<file path="src/lpht_fifo.sv">
`timescale 1ns / 1ps
// ----------------------------------------------------------------------------
// lpht_fifo
// Two-entry queue between the front end and the back end.
// ----------------------------------------------------------------------------
module lpht_fifo #(
	parameter int W = 8
) (
	input  logic         clk,
	input  logic         arst_n,
	input  logic         push,
	input  logic [W-1:0] push_data,
	output logic         full,
	input  logic         pop,
	output logic [W-1:0] pop_data,
	output logic         not_empty
);

	logic [W-1:0] buf_q [2];
	logic         wp_q;
	logic         rp_q;
	logic [1:0]   cnt_q;

	assign full      = cnt_q == 2'd2;
	assign not_empty = cnt_q != 2'd0;
	assign pop_data  = buf_q[rp_q];

	// Pointers and fill count.
	always_ff @(posedge clk or negedge arst_n) begin
		if (!arst_n) begin
			wp_q  <= 1'b0;
			rp_q  <= 1'b0;
			cnt_q <= '0;
		end else begin
			if (push) begin
				wp_q <= !wp_q;
			end
			if (pop) begin
				rp_q <= !rp_q;
			end
			cnt_q <= cnt_q + {1'b0, push} - {1'b0, pop};
		end
	end

	// Storage.
	always_ff @(posedge clk) begin
		if (push) begin
			buf_q[wp_q] <= push_data;
		end
	end

endmodule

</file>
<file path="config.mk">
export PLATFORM = sky130hd
export DESIGN_NAME = lpht_fifo
export DESIGN_NICKNAME = d
export VERILOG_FILES = /design/src/lpht_fifo.sv
export SDC_FILE = /design/constraint.sdc
export NUM_CORES = 1
export LEC_CHECK = 0
export BUFFER_PORTS_ARGS = -buffer_cell sky130_fd_sc_hd__buf_2
export CAP_MARGIN = 25
export CORE_MARGIN = 2
export CORE_UTILIZATION = 53
export DETAILED_ROUTE_END_ITERATION = 10
export GPL_TIMING_DRIVEN = 0
export PLACE_DENSITY = 0.83
export SLEW_MARGIN = 20
export SYNTH_ARGS = -nofsm -noshare
export SYNTH_HDL_FRONTEND = slang
export SYNTH_SLANG_ARGS = --single-unit
</file>
<file path="constraint.sdc">
create_clock -name clk -period 2.8 [get_ports clk]
set_clock_uncertainty 0.2 [all_clocks]
set_input_delay 0.42 -clock clk [delete_from_list [all_inputs] [get_ports clk]]
set_output_delay 0.42 -clock clk [all_outputs]
set_load 0.02 [all_outputs]
</file>
### After elaboration in Yosys (flattened, before gate mapping)

Memories as Yosys holds them, arrays and structs flattened.
Cells that the tools add are included.

* bits in latches: 0
* bits in writable memories: 16
* memories kept: 1
* output and inout bits: 10
* register bits after elaboration: 4
* ROM bits: 0
* word-level logic and storage cells: 12

Memories
* buf_q: words 2, width 8, rd ports 1, clocked after memory_dff 0, wr ports 1, line 19 `logic [W-1:0] buf_q [2];`

* $mul: 0
* order comparisons: 0
* add/sub/neg operators: 2
* shift operators: 0
* reductions and logical operators: 3
* div/mod/pow operators: 0
* muxes and demuxes: 2
* bitwise gates (word level): 0
* eq/ne operators: 1

Operators by type and width (number)
* adder 2 x 1 -> 2 bit: 1
* equality test 2 bit (second input constant): 1
* zero test 1 bit: 2
* 2-to-1 mux 1 bit: 2
* nonzero test 2 bit: 1
* subtractor 2 x 1 -> 2 bit: 1

### Depth between registers and ports, before layout

* depth after elaboration: 2
* mapped depth: 5
* gate-level depth less buffers: 5

### Worst setup path after synthesis

Ideal clock, no wire load.

* kind: in2reg
* from: in pop
* to: reg cnt_q[1]
* library setup time: 0.135 ns
* stages: 4
* path slack: 1.234 ns
* arrival time: 1.230 ns
* cell sequence: ha_1 inv_1 ha_1 xor3_1

* word-level cells in the longest chain between the ends: 1

RTL lines
* from (decl): line 14 `input logic pop,`
* subtractor 2 x 1 -> 2 bit: line 41 `cnt_q <= cnt_q + {1'b0, push} - {1'b0, pop};`
* to (signal assigned): line 41
* to (decl): line 22 `logic [1:0] cnt_q;`

Every way passes these cells.
A chain may end at the register's enable or synchronous reset.

### Worst setup path after layout

* from: reg rp_q
* to: out pop_data[2]

* word-level cells in the longest chain between the ends: 1

RTL lines
* from (decl): line 21 `logic rp_q;`
* from (signal assigned): line 39 `rp_q <= !rp_q;`
* memory (2 x 8 bit)
* to (decl): line 15 `output logic [W-1:0] pop_data,`

Every way passes these cells.

==> metrics.md <==
| Metric | Value |
|---|---|
| Status | `completed` |
| Antenna violations before repair | `0` |
| N_diodes | `0` |
| Achievable Freq | `524 MHz` |
| Max Cap Violations | `0` |
| DIE HEIGHT | `43.1 um` |
| Cells after DPL | `77` |
| Post-DRT Antenna Nets | `0` |
| Top cell type's share of synthesized area | `0.593` |
| Vias | `411` |
| Number of synthesized flops with an enable pin | `16` |
| CTS H-Tree Depth | `1` |
| Most common cell in the netlist | `edfxtp_1` |
| RSZ-0062 raised after global routing | `false` |
| CP Max Fanout | `9` |
| Type of origin of the critical path | `flop` |
| Hold Vio Cnt, Final | `0` |
| Tcrit/Tclk final | `0.682` |
| Detailed Route Iter0 Violations | `3` |
| Clock root buffer master | `clkbuf_4` |
| Mean Syn Cell Area | `20.3 um2` |
| Pleak | `0.000436 uW` |
| Yosys warnings | `0` |
| Area of the die | `1860 um2` |
| Drt pass-1 iters | `2` |
| Total nets after synthesis | `54` |
| CP Capture Type | `primary output` |
| Synth Flop Type | `edfxtp_1` |
| Max Slew Vio Count | `0` |
| Comb power frac | `0.399` |
| Critical Path AT | `1.29 ns` |
| Area growth from synthesis to layout | `21.1%` |
| Switching power | `313 uW` |
| RD Place Congestion | `0.621` |
| Via density | `5.01` |
| Tmin final | `1.91 ns` |
| Non-Filler Instances | `82` |
| Port Buffers | `21` |
| All-Layer GR Usage | `0.153` |
| CTS tree | `built` |
| Share of cells above drive strength 1 | `0.530` |
| Top Ports | `22` |
| Post-DR wirelength/cell | `14.0 um` |
| Cell Pwr Density | `1010 nW/um2` |
| Post-layout util | `0.668` |
| Synth Register Bits | `20` |
| Min-delay worst type | `in2reg` |
| Slew @ Worst Pin | `0.717 ns` |
| FFs w/ async S/R, synth | `0.200` |
| Syn Inst Count | `40` |
| Clock network fraction of total power | `0.161` |
| # setup viols final | `0` |
| Post-synth top cells | `edfxtp_1 (16), mux2_4 (8), dfrtp_1 (4)` |
| Setup WS post-layout | `0.891 ns` |
| Vias in the first global route | `431` |
| CTS Buffer Depth | `2` |
| Grt ovf | `0` |
| Largest area contributor in the netlist | `edfxtp_1` |
| Clock-pin transition on the worst setup and hold timing paths | `0.10 ns` |
| Row count | `14` |
| Internal power | `681 uW` |
| Sw frac | `0.315` |
| Required @ worst endpoint | `2.18 ns` |
| Part of the Yosys area used for sequential elements | `0.716` |
| Die Wd | `43.1 um` |
| Flop pwr share | `0.440` |
| DRC viols | `0` |
| Total CTS buffers | `3` |
| Largest net degree at the start of global routing | `12` |
| Post-route setup TNS | `0 ns` |
| Syn Std Cell Area | `811 um2` |
| NumNets Final | `81` |
| Clk sink count | `20` |
| Place WS | `1.05 ns` |
| Rel. slew slack | `0.521` |
| Clock latency on the worst-skew pair | `0.29 ns` |
| Top cells by area, synth | `edfxtp_1 (59%), mux2_4 (15%), dfrtp_1 (12%), ha_1 (3.1%), xor3_1 (2.9%)` |
| Maximum resistive drop on vdd | `517 uV` |
| Post-layout power | `994 uW` |
| Core region area | `1470 um2` |
| Yosys cell types | `11` |
| Crit path kind | `reg2out` |
| Global-route wire length before repair | `1880 um` |
| Starting density of the core | `0.551` |
| Total Wirelength | `1150 um` |
what timing repair did:
item | in CTS | in global routing
setup buffers | 0 | 0
hold buffers | 1 | 0
hold endpoints to repair | 4 | 0
resized for setup | 0 | 0
area by class of cell:
class                      count  area [um2]
buffer                         1        11.3
clock buffer                   4        36.3
fill                         112         489
inverter                       2        7.51
multi-input combinational     17         211
sequential                    20         581
tap                           16        20.0
timing repair buffer          22         115
per-layer routing:
layer | track usage | vias up | part of all wire | wire length [um]
met4 | 0.0727 | 0 | 0 | 0
li1 | - | 198 | - | -
met1 | 0.147 | 199 | 0.36 | 413
met2 | 0.275 | 14 | 0.60 | 685
met3 | 0.0638 | 0 | 0.043 | 49
met5 | 0 | - | 0 | 0
critical path: stages, from the launching register on:
cell and delay, ns:
dfrtp_1 0.39, buf_6 0.15, mux2_4 0.30, buf_2 0.16
kinds of logic (layout without fill, tap and decap cells):
group,after synthesis,count (layout),synth area share
adder cells (fa/ha/maj),2,2,0.0309
AND/OR/NAND/NOR,4,4,0.0309
buffers and inverters,3,29,0.0232
XOR/XNOR,3,3,0.0509
flip-flops,20,20,0.716
multiplexers,8,8,0.148
flip-flops by register name (all words and copies together) (netlist names):
| name | cells |
|---|---|
| buf_q | 16 |
| cnt_q | 2 |
| rp_q | 1 |
| wp_q | 1 |
power groups by stage:
stage	clock network [uW]	logic, uW	registers (uW)
after floorplan	0	306	435
after global placement	0	391	439
after detailed placement	0	401	445
after CTS	171	403	439
after global routing	183	427	446
final	160	397	437
worst paths after layout:
kind	startpoint	end	slack [ns]	cells after the start
setup / recovery	rp_q	pop_data[2]	0.89	3
hold / removal	pop	rp_q	0.11	2
setup reg to reg	cnt_q[0]	cnt_q[1]	1.21	5
hold reg to reg	wp_q	wp_q	0.31	1
max in group asynchronous	arst_n	cnt_q[0]	2.04	2
min in group asynchronous	arst_n	wp_q	0.24	2
cells in the final DEF, fill, tap and decap left out, types with 2 or more instances in the layout:
| cell type | synthesis | routed |
|---|---|---|
| nor2b_1 | 2 | 2 |
| dfrtp_1 | 4 | 4 |
| edfxtp_1 | 16 | 16 |
| clkbuf_4 | 0 | 3 |
| mux2_4 | 8 | 8 |
| xor2_1 | 2 | 2 |
| inv_1 | 2 | 2 |
| ha_1 | 2 | 2 |
| buf_2 | 0 | 21 |
stage by stage:
step | hold slack [ns] | area, um2
after floorplan | -0.0756 | 811
after global placement | 0.0292 | 936
after detailed placement | 0.0292 | 936
after CTS | 0.0879 | 982
after global routing | 0.0797 | 982
final | 0.107 | 982
Note: power is estimated with default switching activity, not from simulation.
