`src/lpht_pkg.sv`:
```
`timescale 1ns / 1ps
// ----------------------------------------------------------------------------
// lpht_pkg
// Shared types and constants of the linear probing hash table.
// ----------------------------------------------------------------------------
package lpht_pkg;

	localparam int KEY_W = 31;
	localparam int VAL_W = 32;
	localparam int CNT_W = 8;
	localparam int CMD_W = 2;

	localparam logic [VAL_W-1:0] ABSENT_VALUE = 32'h8000_0000;
	localparam logic [CNT_W-1:0] MAX_RESET    = 8'd204;

	// Command codes; the spare code behaves as a lookup.
	typedef enum logic [CMD_W-1:0] {
		CMD_INSERT = 2'd0,
		CMD_ERASE  = 2'd1,
		CMD_LOOKUP = 2'd2,
		CMD_SPARE  = 2'd3
	} cmd_t;

	// Back end sequencer states.
	typedef enum logic [2:0] {
		BK_CLEAR,
		BK_IDLE,
		BK_PRD,
		BK_PCHK,
		BK_ERD,
		BK_ECHK,
		BK_EFIN
	} back_state_t;

	// Status from the back end to the front end.
	typedef struct packed {
		logic clearing;
	} back_status_t;

endpackage

```
`src/lpht_if.sv`:
```
`timescale 1ns / 1ps
// ----------------------------------------------------------------------------
// lpht_if
// Handshake channels of the hash table: commands, results and configuration.
// ----------------------------------------------------------------------------
interface lpht_cmd_if;
	logic                       valid;
	logic                       ready;
	logic [lpht_pkg::CMD_W-1:0] command;
	logic [lpht_pkg::KEY_W-1:0] key;
	logic [lpht_pkg::VAL_W-1:0] value;
	modport source (output valid, command, key, value, input ready);
	modport sink   (input valid, command, key, value, output ready);
endinterface


```
`src/lpht_front.sv`:
```
`timescale 1ns / 1ps
// ----------------------------------------------------------------------------
// lpht_front
// Accepts commands and works out the home slot, key modulo CAPACITY, by
// multiplying with a fixed reciprocal.
// ----------------------------------------------------------------------------
module lpht_front #(
	parameter int CAPACITY = 256,
	parameter int IW       = $clog2(CAPACITY),
	parameter int QW       = lpht_pkg::CMD_W + lpht_pkg::KEY_W + lpht_pkg::VAL_W + IW
) (
	input  logic                  clk,
	input  logic                  arst_n,
	lpht_cmd_if.sink              request,
	input  lpht_pkg::back_status_t bstat,
	output logic                  push,
	output logic [QW-1:0]         push_data,
	input  logic                  full
);

	// Rounded-up reciprocal: exact quotient for every 31-bit key.
	localparam int PW = lpht_pkg::KEY_W + 32;
	localparam logic [63:0] RECIP_WIDE =
		((64'd1 << (lpht_pkg::KEY_W + IW)) + 64'(CAPACITY) - 64'd1) / 64'(CAPACITY);
	localparam logic [31:0] RECIP = RECIP_WIDE[31:0];
	localparam logic [IW:0] CAP_C = (IW + 1)'(CAPACITY);

	logic                         busy_q;
	logic                         done_q;
	logic [1:0]                   cnt_q;
	logic [lpht_pkg::KEY_W-1:0]   quo_q;
	logic [lpht_pkg::KEY_W-1:0]   qc_q;
	logic [IW-1:0]                home_q;
	logic [PW-1:0]                prod;
	logic [PW-1:0]                prod_sh;
	logic [lpht_pkg::KEY_W+IW:0]  qc_full;
	logic [lpht_pkg::KEY_W-1:0]   rem;
	logic [lpht_pkg::CMD_W-1:0]   cmd_q;
	logic [lpht_pkg::KEY_W-1:0]   key_q;
	logic [lpht_pkg::VAL_W-1:0]   val_q;

	// Accept a beat only while free and once the table has been cleared.
	assign request.ready = !busy_q && !done_q && !bstat.clearing;
	assign push          = done_q && !full;
	assign push_data     = {cmd_q, key_q, val_q, home_q};

	// Quotient by reciprocal, product back and remainder.
	assign prod    = {32'd0, key_q} * {31'd0, RECIP};
	assign prod_sh = prod >> (lpht_pkg::KEY_W + IW);
	assign qc_full = {{(IW + 1){1'b0}}, quo_q} * {{lpht_pkg::KEY_W{1'b0}}, CAP_C};
	assign rem     = key_q - qc_q;

	// Control state.
	always_ff @(posedge clk or negedge arst_n) begin
		if (!arst_n) begin
			busy_q <= 1'b0;
			done_q <= 1'b0;
			cnt_q  <= '0;
		end else begin
			if (request.valid && request.ready) begin
				busy_q <= 1'b1;
				cnt_q  <= '0;
			end else if (busy_q) begin
				cnt_q <= cnt_q + 2'd1;
				if (cnt_q == 2'd2) begin
					busy_q <= 1'b0;
					done_q <= 1'b1;
				end
			end else if (push) begin
				done_q <= 1'b0;
			end
		end
	end

	// Item and home slot registers.
	always_ff @(posedge clk) begin
		if (request.valid && request.ready) begin
			cmd_q <= request.command;
			key_q <= request.key;
			val_q <= request.value;
		end else if (busy_q) begin
			case (cnt_q)
				2'd0:    quo_q  <= prod_sh[lpht_pkg::KEY_W-1:0];
				2'd1:    qc_q   <= qc_full[lpht_pkg::KEY_W-1:0];
				default: home_q <= rem[IW-1:0];
			endcase
		end
	end

endmodule

```
`src/flat_wrapper.sv`:
```
// flat-port wrapper written by rule: the top's interface ports become plain ports
module lpht_front_flat 
#(
	parameter int CAPACITY = 256,
	parameter int IW       = $clog2(CAPACITY),
	parameter int QW       = lpht_pkg::CMD_W + lpht_pkg::KEY_W + lpht_pkg::VAL_W + IW
)
  (clk, arst_n, bstat, push, push_data, full, request_valid, request_command, request_key, request_value, request_ready);
  lpht_cmd_if request_i ();
  input  logic clk;
  input  logic arst_n;
  input  lpht_pkg::back_status_t bstat;
  output logic push;
  output logic [QW-1:0] push_data;
  input  logic full;
  input wire logic [$bits(request_i.valid)-1:0] request_valid;
  input wire logic [$bits(request_i.command)-1:0] request_command;
  input wire logic [$bits(request_i.key)-1:0] request_key;
  input wire logic [$bits(request_i.value)-1:0] request_value;
  output wire logic [$bits(request_i.ready)-1:0] request_ready;
  assign request_i.valid = request_valid;
  assign request_i.command = request_command;
  assign request_i.key = request_key;
  assign request_i.value = request_value;
  assign request_ready = request_i.ready;
  lpht_front #(.CAPACITY(CAPACITY), .IW(IW), .QW(QW)) u_core (.clk(clk), .arst_n(arst_n), .request(request_i), .bstat(bstat), .push(push), .push_data(push_data), .full(full));
endmodule
```
`config.mk`:
```
export PLATFORM = sky130hd
export DESIGN_NAME = lpht_front_flat
export DESIGN_NICKNAME = d
export VERILOG_FILES = /design/src/lpht_pkg.sv /design/src/lpht_if.sv /design/src/lpht_front.sv /design/src/flat_wrapper.sv
export SDC_FILE = /design/constraint.sdc
export NUM_CORES = 1
export LEC_CHECK = 0
export ABC_AREA = 1
export BUFFER_PORTS_ARGS = -buffer_cell sky130_fd_sc_hd__clkbuf_2
export CORE_UTILIZATION = 38
export DETAILED_ROUTE_END_ITERATION = 10
export PLACE_DENSITY_LB_ADDON = 0.15
export REMOVE_ABC_BUFFERS = 1
export SLEW_MARGIN = 20
export SYNTH_ARGS = -nofsm -noshare
export SYNTH_HDL_FRONTEND = slang
export SYNTH_SLANG_ARGS = --single-unit
export TNS_END_PERCENT = 100
```
`constraint.sdc`:
```
create_clock -name clk -period 2.55 [get_ports clk]
set_clock_uncertainty 0.1 [all_clocks]
set_input_delay 0.51 -clock clk [delete_from_list [all_inputs] [get_ports clk]]
set_output_delay 0.51 -clock clk [all_outputs]
set_load 0.03 [all_outputs]
```
* Word-level counts from Yosys, hierarchy flattened *
Cells that the tools add are included.

cells by class
  $add $sub $neg = 2
  eq/ne operators = 3
  muxes and demuxes = 8
  bitwise logic cells = 2
  reductions and logical operators = 14

operators by type and width
  operator             count
  $sub 8x1->8 const B  1
  $mux 1               6
  $reduce_and 3->1     2
  $logic_and 1x1->1    4
  $logic_not 1->1      4
  $mux 2               2
  $reduce_bool 2->1    2
  $add 2x1->2 const B  1
  $eq 2x1->1 const B   1
  $eq 2x2->1 const B   1
  $logic_not 2->1      1
  $ne 2x2->1 const B   1
  $not 1->1            2
  $reduce_or 2->1      1

storage, ports and cells
  bits in registers = 77
  output and inout port bits = 75
  word-level logic and storage cells = 36

* Longest topological paths before layout *
Gate-level depths: netlist (run 1).

  word-level depth = 6
  depth in mapped cells = 7
  gate-level depth less buffers = 7

* Worst setup path before layout (run 1) *
No wires, ideal clock.

  kind = register to register
  from = register u_core.busy_q
  to = register u_core.cmd_q[0] in the netlist's numbering, enable pin
  library setup time = 0.419 ns
  arrival time = 1.944 ns
  required time = 2.031 ns
  path slack = 0.087 ns
  stages on the path, launching flop included = 5
  path buffers = 1
  cell sequence = dfrtp_1 > buf_6 > nor2_4 > nand3_2 > inv_1

between the ends
  longest elaborated chain between the ends = 4

ends and longest elaborated chain
  what                             RTL line          RTL
  start: declaration               lpht_front.sv:28  logic busy_q;
  start signal: assignment         lpht_front.sv:56  busy_q <= 1'b0;
  start signal: assignment         lpht_front.sv:61  busy_q <= 1'b1;
  start signal: assignment         lpht_front.sv:66  busy_q <= 1'b0;
  $logic_not 1->1                  lpht_front.sv:43  assign request.ready = !busy_q && !done_q && !bstat.clearing;
  $logic_and 1x1->1 (2 in series)  lpht_front.sv:43
  $logic_and 1x1->1                lpht_front.sv:77  if (request.valid && request.ready) begin
  end signal: assignment           lpht_front.sv:78  cmd_q <= request.command;
  end: declaration                 lpht_front.sv:38  logic [lpht_pkg::CMD_W-1:0] cmd_q;

Every way passes these cells.
A chain may end at the register's enable or synchronous reset.

* Worst setup path in the final report (run 1) *
  from = register u_core.busy_q
  to = output request_ready

between the ends
  longest elaborated chain between the ends = 3

ends and longest elaborated chain
  what                             RTL line            RTL
  $logic_not 1->1                  lpht_front.sv:43
  $logic_and 1x1->1 (2 in series)  lpht_front.sv:43
  end: declaration                 flat_wrapper.sv:20  output wire logic [$bits(request_i.ready)-1:0] request_ready;

Every way passes these cells.

==> impl_metrics.py, run 1 <==
metrics = {
    "detailed_routing": {
        "dr.first_iter.drc_count": 39,
        "routedWlPerCell_um": 13.0,
        "firstDrtPassIters": 3,
        "totalWireLength_um": 4490,
        "num_vias": 1472,
        "drc_errors": 0,
        "via_per_inst": 4.25,
        "detail-route-antenna-nets": 0,
    },
    "yosys": {
        "synthAdderAreaFrac": 0.0152,
        "ys_ff_latch": 77,
        "synth_compound_area_frac": 0.00203,
        "avgSynthCellArea_um2": 22.6,
        "yosys.area_share.simple": 0.0340,
        "synthMuxAreaShare": 0,
        "yosysWarnings": 0,
        "ys_types": 11,
        "synth_top_family_by_area": "simple AND/OR/NAND/NOR gates",
        "yosysSeqAreaShare": 0.930,
        "synth_area_mm2": 0.00246,
        "synth_xor_area_frac": 0,
        "syn_inst": 109,
    },
    "pwr": {
        "ir_drop_mv": 0.471,
        "p_total_mw": 3.23,
        "power_density_mw_per_mm2": 930,
        "power_leakage_nw": 1.53,
    },
    "clock_tree": {
        "cts_setup_buffers": 0,
        "cts_sinks": 77,
        "cts_hold_buf": 1,
        "insertion_delay_ps": 330,
        "cts.clk_slew.worst_paths_ps": 80,
        "cts_tree": "done",
        "clockBufferDepth": 2,
        "cts_max_level": 3,
        "cts_made_buffers": 9,
        "cts-root-buf": "clkbuf_8",
        "ctsResizeCount": 0,
    },
    "grt": {
        "grt_pass1_wl_um": 6240,
        "grt_pass1_vias": 1368,
        "antenna_found_initial": 0,
        "grt_usage": 0.136,
        "grt_max_degree": 66,
        "grt-ovfl-total": 0,
    },
    "place": {
        "gp_congestion": 0.706,
        "place_hpwl_um": 3370,
        "numPortBuffers": 144,
        "dp_slack_ps": 869,
        "place_area_mm2": 0.00329,
    },
    "sta": {
        "setup_viol": 0,
        "period_share": 0.733,
        "hold_violations": 0,
        "fmax_mhz": 535,
        "final-max-slew-violation-count": 0,
        "slew_headroom": 0.766,
        "worst_pin_slew_ps": 352,
        "tns_ps": 0,
        "rsz0062_at_grt": "no",
        "fin_crit_ps": 1870,
        "worst_slack_ps": 682,
    },
    "setup_path": {
        "crit_arrival_ps": 1260,
        "criticalPathCategory": "reg2out",
        "worst_ep_required_time_ps": 1940,
        "critPathCaptureType": "output port",
        "startpoint_type": "flop",
        "worstRegToRegCells": 4,
        "path_max_fanout": 9,
    },
    "final_layout": {
        "multi_input_area_um2": 126,
        "fin_nets": 339,
        "drive_gt1_frac": 0.601,
        "final_area_mm2": 0.00347,
        "antenna_cells": 0,
        "area_delta_synth_final_pct": 40.9,
        "final.fill_count": 533,
        "seqCellArea_mm2": 0.00229,
    },
    "run": {
        "cap_violations": 0,
    },
    "floorplanning": {
        "start_util": 0.404,
        "die_h_um": 82.5,
        "die_x_um": 82.5,
        "num_rows": 28,
        "ios": 145,
        "die-area_mm2": 0.00681,
        "design.core.area_mm2": 0.00610,
    },
    "worst_hold_path": {
        "hold_path_class": "in2reg",
        "hold_path_depth": 1,
    },
    "run_status": {
        "status": "complete, no violations",
    },
}
registers in the layout, indices dropped and copies added, names as in the netlist:
name	cells
u_core.done_q	1
u_core.val_q	32
u_core.cnt_q	2
u_core.home_q	8
u_core.busy_q	1
u_core.cmd_q	2
u_core.key_q	31
cells by family (layout without fill, tap and decap cells):
group           Yosys count  count (layout)
simple gates             18              18
fa+ha+maj                 3               3
flops                    77              77
buf+inv                  10             172
compound gates            1               1
power by group:
part / total (mW) / switching [mW] / internal (mW)
logic: 0.760 / 0.547 / 0.213
clock network: 0.768 / 0.419 / 0.350
registers: 1.70 / 0.0782 / 1.62
worst max-delay path: stages (launching register included):
cell and delay, ps:
dfrtp_1 480, nor3_1 220, clkbuf_2 230
cell usage in the layout (no fill, tap or decap), types with 2 or more instances in the layout:
cell type,Yosys,routed
clkbuf_2,0,144
inv_1,9,8
nand2_1,11,11
clkbuf_8,0,9
nor2_1,3,3
ha_1,3,3
nor3_1,2,2
clkinvlp_4,0,3
edfxtp_1,73,73
dfrtp_1,4,4
cell usage after synthesis:
cell	n	area share
buf_6	1	0.0046
ha_1	3	0.015
edfxtp_1	73	0.89
nor3_1	2	0.0041
nor2_1	3	0.0046
o21ai_0	1	0.0020
nand3_2	1	0.0041
nand2_1	11	0.017
inv_1	9	0.014
nor2_4	1	0.0046
dfrtp_1	4	0.041
path summary, 6_finish.rpt:
path,from,end,slack (ps)
setup / recovery,u_core.busy_q,request_ready,680
hold / removal,request_value[7],u_core.val_q[7],240
setup reg to reg,u_core.busy_q,u_core.val_q[31],950
hold reg to reg,u_core.key_q[0],u_core.home_q[0],350
max in group asynchronous,arst_n,u_core.cnt_q[0],1810
min in group asynchronous,arst_n,u_core.cnt_q[1],410
metal layers:
layer,track usage,vias to the layer above,share of wire
li1,-,715,-
met1,0.145,672,0.37
met2,0.217,76,0.52
met3,0.0549,9,0.093
met4,0.103,0,0.021
met5,0,-,0
metrics by stage:
step / util / hold WS, ps / std cells
2_1_floorplan: - / 114 / 108
3_3_place_gp: 0.540 / 223 / 329
3_5_place_dp: 0.540 / 224 / 329
4_1_cts: 0.570 / 221 / 346
5_1_grt: 0.570 / 220 / 346
6_report: 0.570 / 242 / 346
layout make-up:
| class | instances | share of cell area |
|---|---|---|
| clock buffer | 10 | 0.0368 |
| clock inverter | 6 | 0.0115 |
| inverter | 9 | 0.00973 |
| multi-input combinational | 22 | 0.0364 |
| sequential | 77 | 0.660 |
| tap | 75 | 0.0270 |
| timing repair buffer | 147 | 0.218 |
Power figures use the tool's default switching activity.
==> inputs of run 2 (changes only) <==
clock period = 1.64 ns   (was 2.55 ns; I/O delays follow)
==> run 2 against run 1 <==
Compared with the run above:
- first-iteration DRC count grew 49%
- clock power grew 67%
- die area is the same
- worst setup slack lost 580 ps
- critical path depth is the same
- combinational power grew 64%
- power grew 60%
- highest routed layer unchanged
==> impl_metrics.py, run 2 (synthesis gave the netlist of run 1 again) <==
metrics = {
    "sta": {
        "setup_viol": 0,
        "fin_crit_ps": 1530,
        "tns_ps": 0,
        "holdWs_ps": 68.0,
        "worst_slack_ps": 106,
        "rsz0062_at_grt": "no",
        "slew_headroom": 0.865,
        "worst_pin_slew_ps": 204,
        "period_share": 0.935,
        "hold_violations": 0,
        "fmax_mhz": 652,
        "final-max-slew-violation-count": 0,
    },
    "setup_path": {
        "worst_path_largest_cell_delay_ps": 420,
        "startpoint": "u_core.busy_q",
        "startpoint_type": "flop",
        "r2r_start": "u_core.busy_q",
        "crit_arrival_ps": 1110,
        "slowest_stage": "dfrtp_1",
        "path_cells": "nor3_2, buf_4",
        "worst_ep_required_time_ps": 1210,
        "path_max_fanout": 3,
        "critPathCaptureType": "output port",
        "criticalPathCategory": "reg2out",
    },
    "final_layout": {
        "fin_cells": 347,
        "final_cell_mix": "clkbuf_2, edfxtp_1, nand2_1",
        "fin_nets": 341,
        "area_delta_synth_final_pct": 42.6,
        "final_area_mm2": 0.00351,
        "drive_gt1_frac": 0.596,
        "largest_reg_flops": 32,
        "fin_util": 0.576,
        "final_common_cell": "clkbuf_2",
        "antenna_cells": 0,
        "reg.largest.list": "u_core.val_q x32, u_core.key_q x31, u_core.home_q x8",
        "top_register": "u_core.val_q",
    },
    "detailed_routing": {
        "dr.first_iter.drc_count": 58,
        "via_per_inst": 4.32,
        "routedWlPerCell_um": 13.3,
        "num_vias": 1499,
        "totalWireLength_um": 4600,
        "firstDrtPassIters": 4,
        "detail-route-antenna-nets": 0,
        "drc_errors": 0,
    },
    "grt": {
        "grt_pass1_wl_um": 6650,
        "grt_pass1_vias": 1493,
        "antenna_found_initial": 0,
        "grt_usage": 0.143,
        "grt-ovfl-total": 0,
        "grt_max_degree": 37,
    },
    "place": {
        "place_area_mm2": 0.00332,
        "dp_slack_ps": 222,
        "dp.cells": 331,
        "gp_congestion": 0.730,
        "place_hpwl_um": 3440,
        "numPortBuffers": 144,
    },
    "clock_tree": {
        "cts.clk_slew.worst_paths_ps": 70,
        "cts_sinks": 77,
        "cts_setup_buffers": 0,
        "cts_made_buffers": 9,
        "cts_tree": "done",
        "insertion_delay_ps": 330,
        "clockBufferDepth": 2,
        "cts-root-buf": "clkbuf_8",
        "cts_max_level": 3,
    },
    "floorplanning": {
        "die_h_um": 82.5,
        "num_rows": 28,
        "start_util": 0.404,
        "die_x_um": 82.5,
        "die-area_mm2": 0.00681,
        "design.core.area_mm2": 0.00610,
        "ios": 145,
    },
    "pwr": {
        "power_leakage_nw": 1.55,
        "ir_drop_mv": 0.605,
        "power_density_mw_per_mm2": 1470,
        "p_total_mw": 5.16,
    },
    "worst_hold_path": {
        "hold_path_class": "in2reg",
        "hold_start": "request_value[31]",
    },
    "run": {
        "cap_violations": 0,
    },
    "run_status": {
        "status": "complete, no violations",
    },
}
==> run 2: layer usage <==
metal,GRT usage,wire (um),vias to the layer above
met2,0.223,2300,82
met5,0,0,-
met3,0.0692,483,11
met1,0.149,1720,688
li1,-,-,718
met4,0.107,102,0
==> run 2: final timing paths <==
| kind | endpoint | slack [ps] | depth (start not counted) |
|---|---|---|---|
| max reg2reg | u_core.key_q[8] | 220 | 4 |
| max in group asynchronous | u_core.cnt_q[0] | 1070 | 2 |
| max | request_ready | 110 | 2 |
| min | u_core.val_q[31] | 70 | 1 |
| min reg2reg | u_core.home_q[0] | 350 | 0 |
| min in group asynchronous | u_core.cnt_q[1] | 250 | 2 |
==> run 2: repair_timing <==
action | in CTS | in global routing
gates resized for setup | 0 | 4
hold buffers | 1 | 0
hold endpoints to repair | 4 | 0
endpoints found under the setup margin | 0 | 1
==> run 2: area by class of cell <==
type	instances	area, um^2
fillers	510	2580
flip-flops and latches	77	2290
repair buffers	149	788
clock buffers	12	135
multi-input cells	22	131
well taps	75	93.8
clock inverters	3	37.5
inverters	9	33.8
==> run 2: critical path, delay by kind of cell (launching register included) <==
| kind | cells | cell delay [ps] |
|---|---|---|
| flops | 1 | 420 |
| buf+inv | 1 | 180 |
| simple gates | 1 | 180 |
==> run 2: report_power, final <==
group | switching (mW) | total, mW | internal, mW
Combinational | 0.881 | 1.25 | 0.369
Sequential | 0.102 | 2.62 | 2.52
Clock | 0.597 | 1.28 | 0.687
Total | 1.58 | 5.16 | 3.58
==> inputs of run 3 (changes only) <==
CORE_UTILIZATION = 43   (was 38)
RECOVER_POWER = 25   (was default)
clock period = 1.6 ns   (was 1.64 ns; I/O delays follow)
==> run 3 against run 2 <==
Compared with the run above:
- register-to-register slack lost 150 ps
- sequential share of layout area is 0.65 points lower
- clock-buffer cell count stayed put
- power grew 6.3%
- non-clock buffer count is 1 higher
- sequential cell count stayed put
- largest power group unchanged
- utilization grew 6.8 points
- largest cell class unchanged
- sequential power up 2%
- critical path depth unchanged
- critical path type unchanged
- highest routed layer unchanged
- worst setup slack worse by 54 ps
- combinational power rose by 4%
==> impl_metrics.py, run 3 (synthesis gave the netlist of run 1 again) <==
metrics = {
    "run_status": {
        "status": "complete, no violations",
    },
    "sta": {
        "hold_violations": 0,
        "rsz0062_at_grt": "no",
        "fmax_mhz": 646,
        "setup_viol": 0,
        "final-max-slew-violation-count": 0,
        "fin_crit_ps": 1550,
        "slew_headroom": 0.868,
        "worst_pin_slew_ps": 198,
        "period_share": 0.967,
    },
    "final_layout": {
        "area_delta_synth_final_pct": 44.1,
        "top_register": "u_core.val_q",
        "largest_reg_flops": 32,
        "final.fill_count": 414,
        "fin_nets": 342,
        "final_common_cell": "clkbuf_2",
        "final_area_mm2": 0.00355,
        "antenna_cells": 0,
        "drive_gt1_frac": 0.602,
        "final_cell_mix": "clkbuf_2, edfxtp_1, nand2_1",
        "reg.largest.list": "u_core.val_q x32, u_core.key_q x31, u_core.home_q x8",
    },
    "clock_tree": {
        "cts_tree": "done",
        "cts_made_buffers": 9,
        "insertion_delay_ps": 330,
        "cts_sinks": 77,
        "clockBufferDepth": 2,
        "cts.clk_slew.worst_paths_ps": 70,
        "cts_max_level": 3,
        "cts-root-buf": "clkbuf_8",
    },
    "grt": {
        "grt_pass1_wl_um": 6500,
        "antenna_found_initial": 0,
        "grt-ovfl-total": 0,
        "grt_max_degree": 39,
        "grt_usage": 0.150,
        "grt_pass1_vias": 1455,
    },
    "pwr": {
        "power_leakage_nw": 1.57,
        "power_density_mw_per_mm2": 1540,
        "ir_drop_mv": 0.751,
        "p_total_mw": 5.48,
    },
    "worst_hold_path": {
        "min_to": "u_core.val_q[3]",
        "hold_start": "request_value[3]",
        "hold_path_depth": 1,
        "hold_path_class": "in2reg",
    },
    "floorplanning": {
        "die_h_um": 77.7,
        "num_rows": 27,
        "start_util": 0.447,
        "ios": 145,
        "die_x_um": 77.7,
        "die-area_mm2": 0.00604,
        "design.core.area_mm2": 0.00551,
    },
    "setup_path": {
        "r2r_start": "u_core.busy_q",
        "r2r_setup_slack_ps": 70,
        "timing.rr.end": "u_core.key_q[22]",
        "startpoint_type": "flop",
        "worst_path_largest_cell_delay_ps": 410,
        "worst_ep_required_time_ps": 1180,
        "slowest_stage": "dfrtp_2",
        "path_max_fanout": 2,
        "criticalPathCategory": "reg2out",
        "worstRegToRegCells": 5,
        "critPathCaptureType": "output port",
        "crit_arrival_ps": 1130,
        "path_cells": "nor3_1, clkbuf_4",
        "path_buf_inv": 1,
        "critPathTopFamily": "flip-flops",
    },
    "detailed_routing": {
        "via_per_inst": 4.29,
        "routedWlPerCell_um": 12.4,
        "firstDrtPassIters": 4,
        "detail-route-antenna-nets": 0,
        "dr.first_iter.drc_count": 57,
        "num_vias": 1486,
        "totalWireLength_um": 4280,
        "drc_errors": 0,
    },
    "place": {
        "place_area_mm2": 0.00332,
        "gp_congestion": 0.741,
        "numPortBuffers": 144,
        "place_hpwl_um": 3240,
    },
    "run": {
        "cap_violations": 0,
    },
}
run 3: changes by cell type in the layout (fill, tap and decap cells not counted), sizes merged:
cell,delta
clkbuf,+1
bufinv,+1
run 3: worst max-delay path by stage:
stage	startpoint	endpoint	cells after the start
floorplan	u_core.busy_q	u_core.cmd_q[0]	3
global placement	u_core.busy_q	u_core.val_q[29]	4
detailed placement	u_core.busy_q	u_core.val_q[18]	4
CTS	u_core.busy_q	request_ready	2
global route	u_core.busy_q	u_core.key_q[27]	5
finish	u_core.busy_q	request_ready	2
run 3: worst reg2reg max path: stages (launching register included):
cell     delay [ps]
dfrtp_2         410
buf_4           150
nor2_4          100
nand3_2         130
inv_4           110
buf_12          220
run 3: metrics by stage:
| stage | cells | utilization | setup WS, ps | TNS, ps | hold slack (ps) |
|---|---|---|---|---|---|
| after global routing | 346 | 0.645 | 8.16 | 0 | 34.0 |
| final | 346 | 0.645 | 52.3 | 0 | 56.2 |
| after floorplan | 108 | - | -864 | -57160 | -75.6 |
| after global placement | 328 | 0.603 | 166 | 0 | 36.8 |
| after CTS | 346 | 0.644 | 42.5 | 0 | 37.8 |
| after detailed placement | 328 | 0.603 | 151 | 0 | 38.7 |
run 3: what timing repair did:
action                                 CTS  global route
setup buffers                            1             0
hold buffers                             1             0
resized for setup                        2             1
setup endpoints to repair                1             3
endpoints found under the hold margin    4             0
run 3: power breakdown:
part	leakage, nW	internal, mW	switching, mW
sequential	0.719	2.59	0.0937
clock	0.102	0.878	0.621
combinational	0.750	0.392	0.909
run 3: routing by layer:
layer  wire length, um  vias to the layer above  global-route usage
li1                  -                      722                   -
met1              1560                      674               0.158
met2              2170                       82               0.241
met4                87                        0              0.0906
met3               465                        8              0.0741
met5                 0                        -                   0
run 3: area by class of cell:
| type | count | area (um^2) | share of cell area |
|---|---|---|---|
| Tap cell | 72 | 90.1 | 0.0254 |
| Multi-Input combinational cell | 22 | 126 | 0.0356 |
| Clock inverter | 4 | 72.6 | 0.0204 |
| Timing Repair Buffer | 150 | 796 | 0.224 |
| Clock buffer | 12 | 135 | 0.0381 |
| Sequential cell | 77 | 2290 | 0.646 |
| Inverter | 9 | 36.3 | 0.0102 |
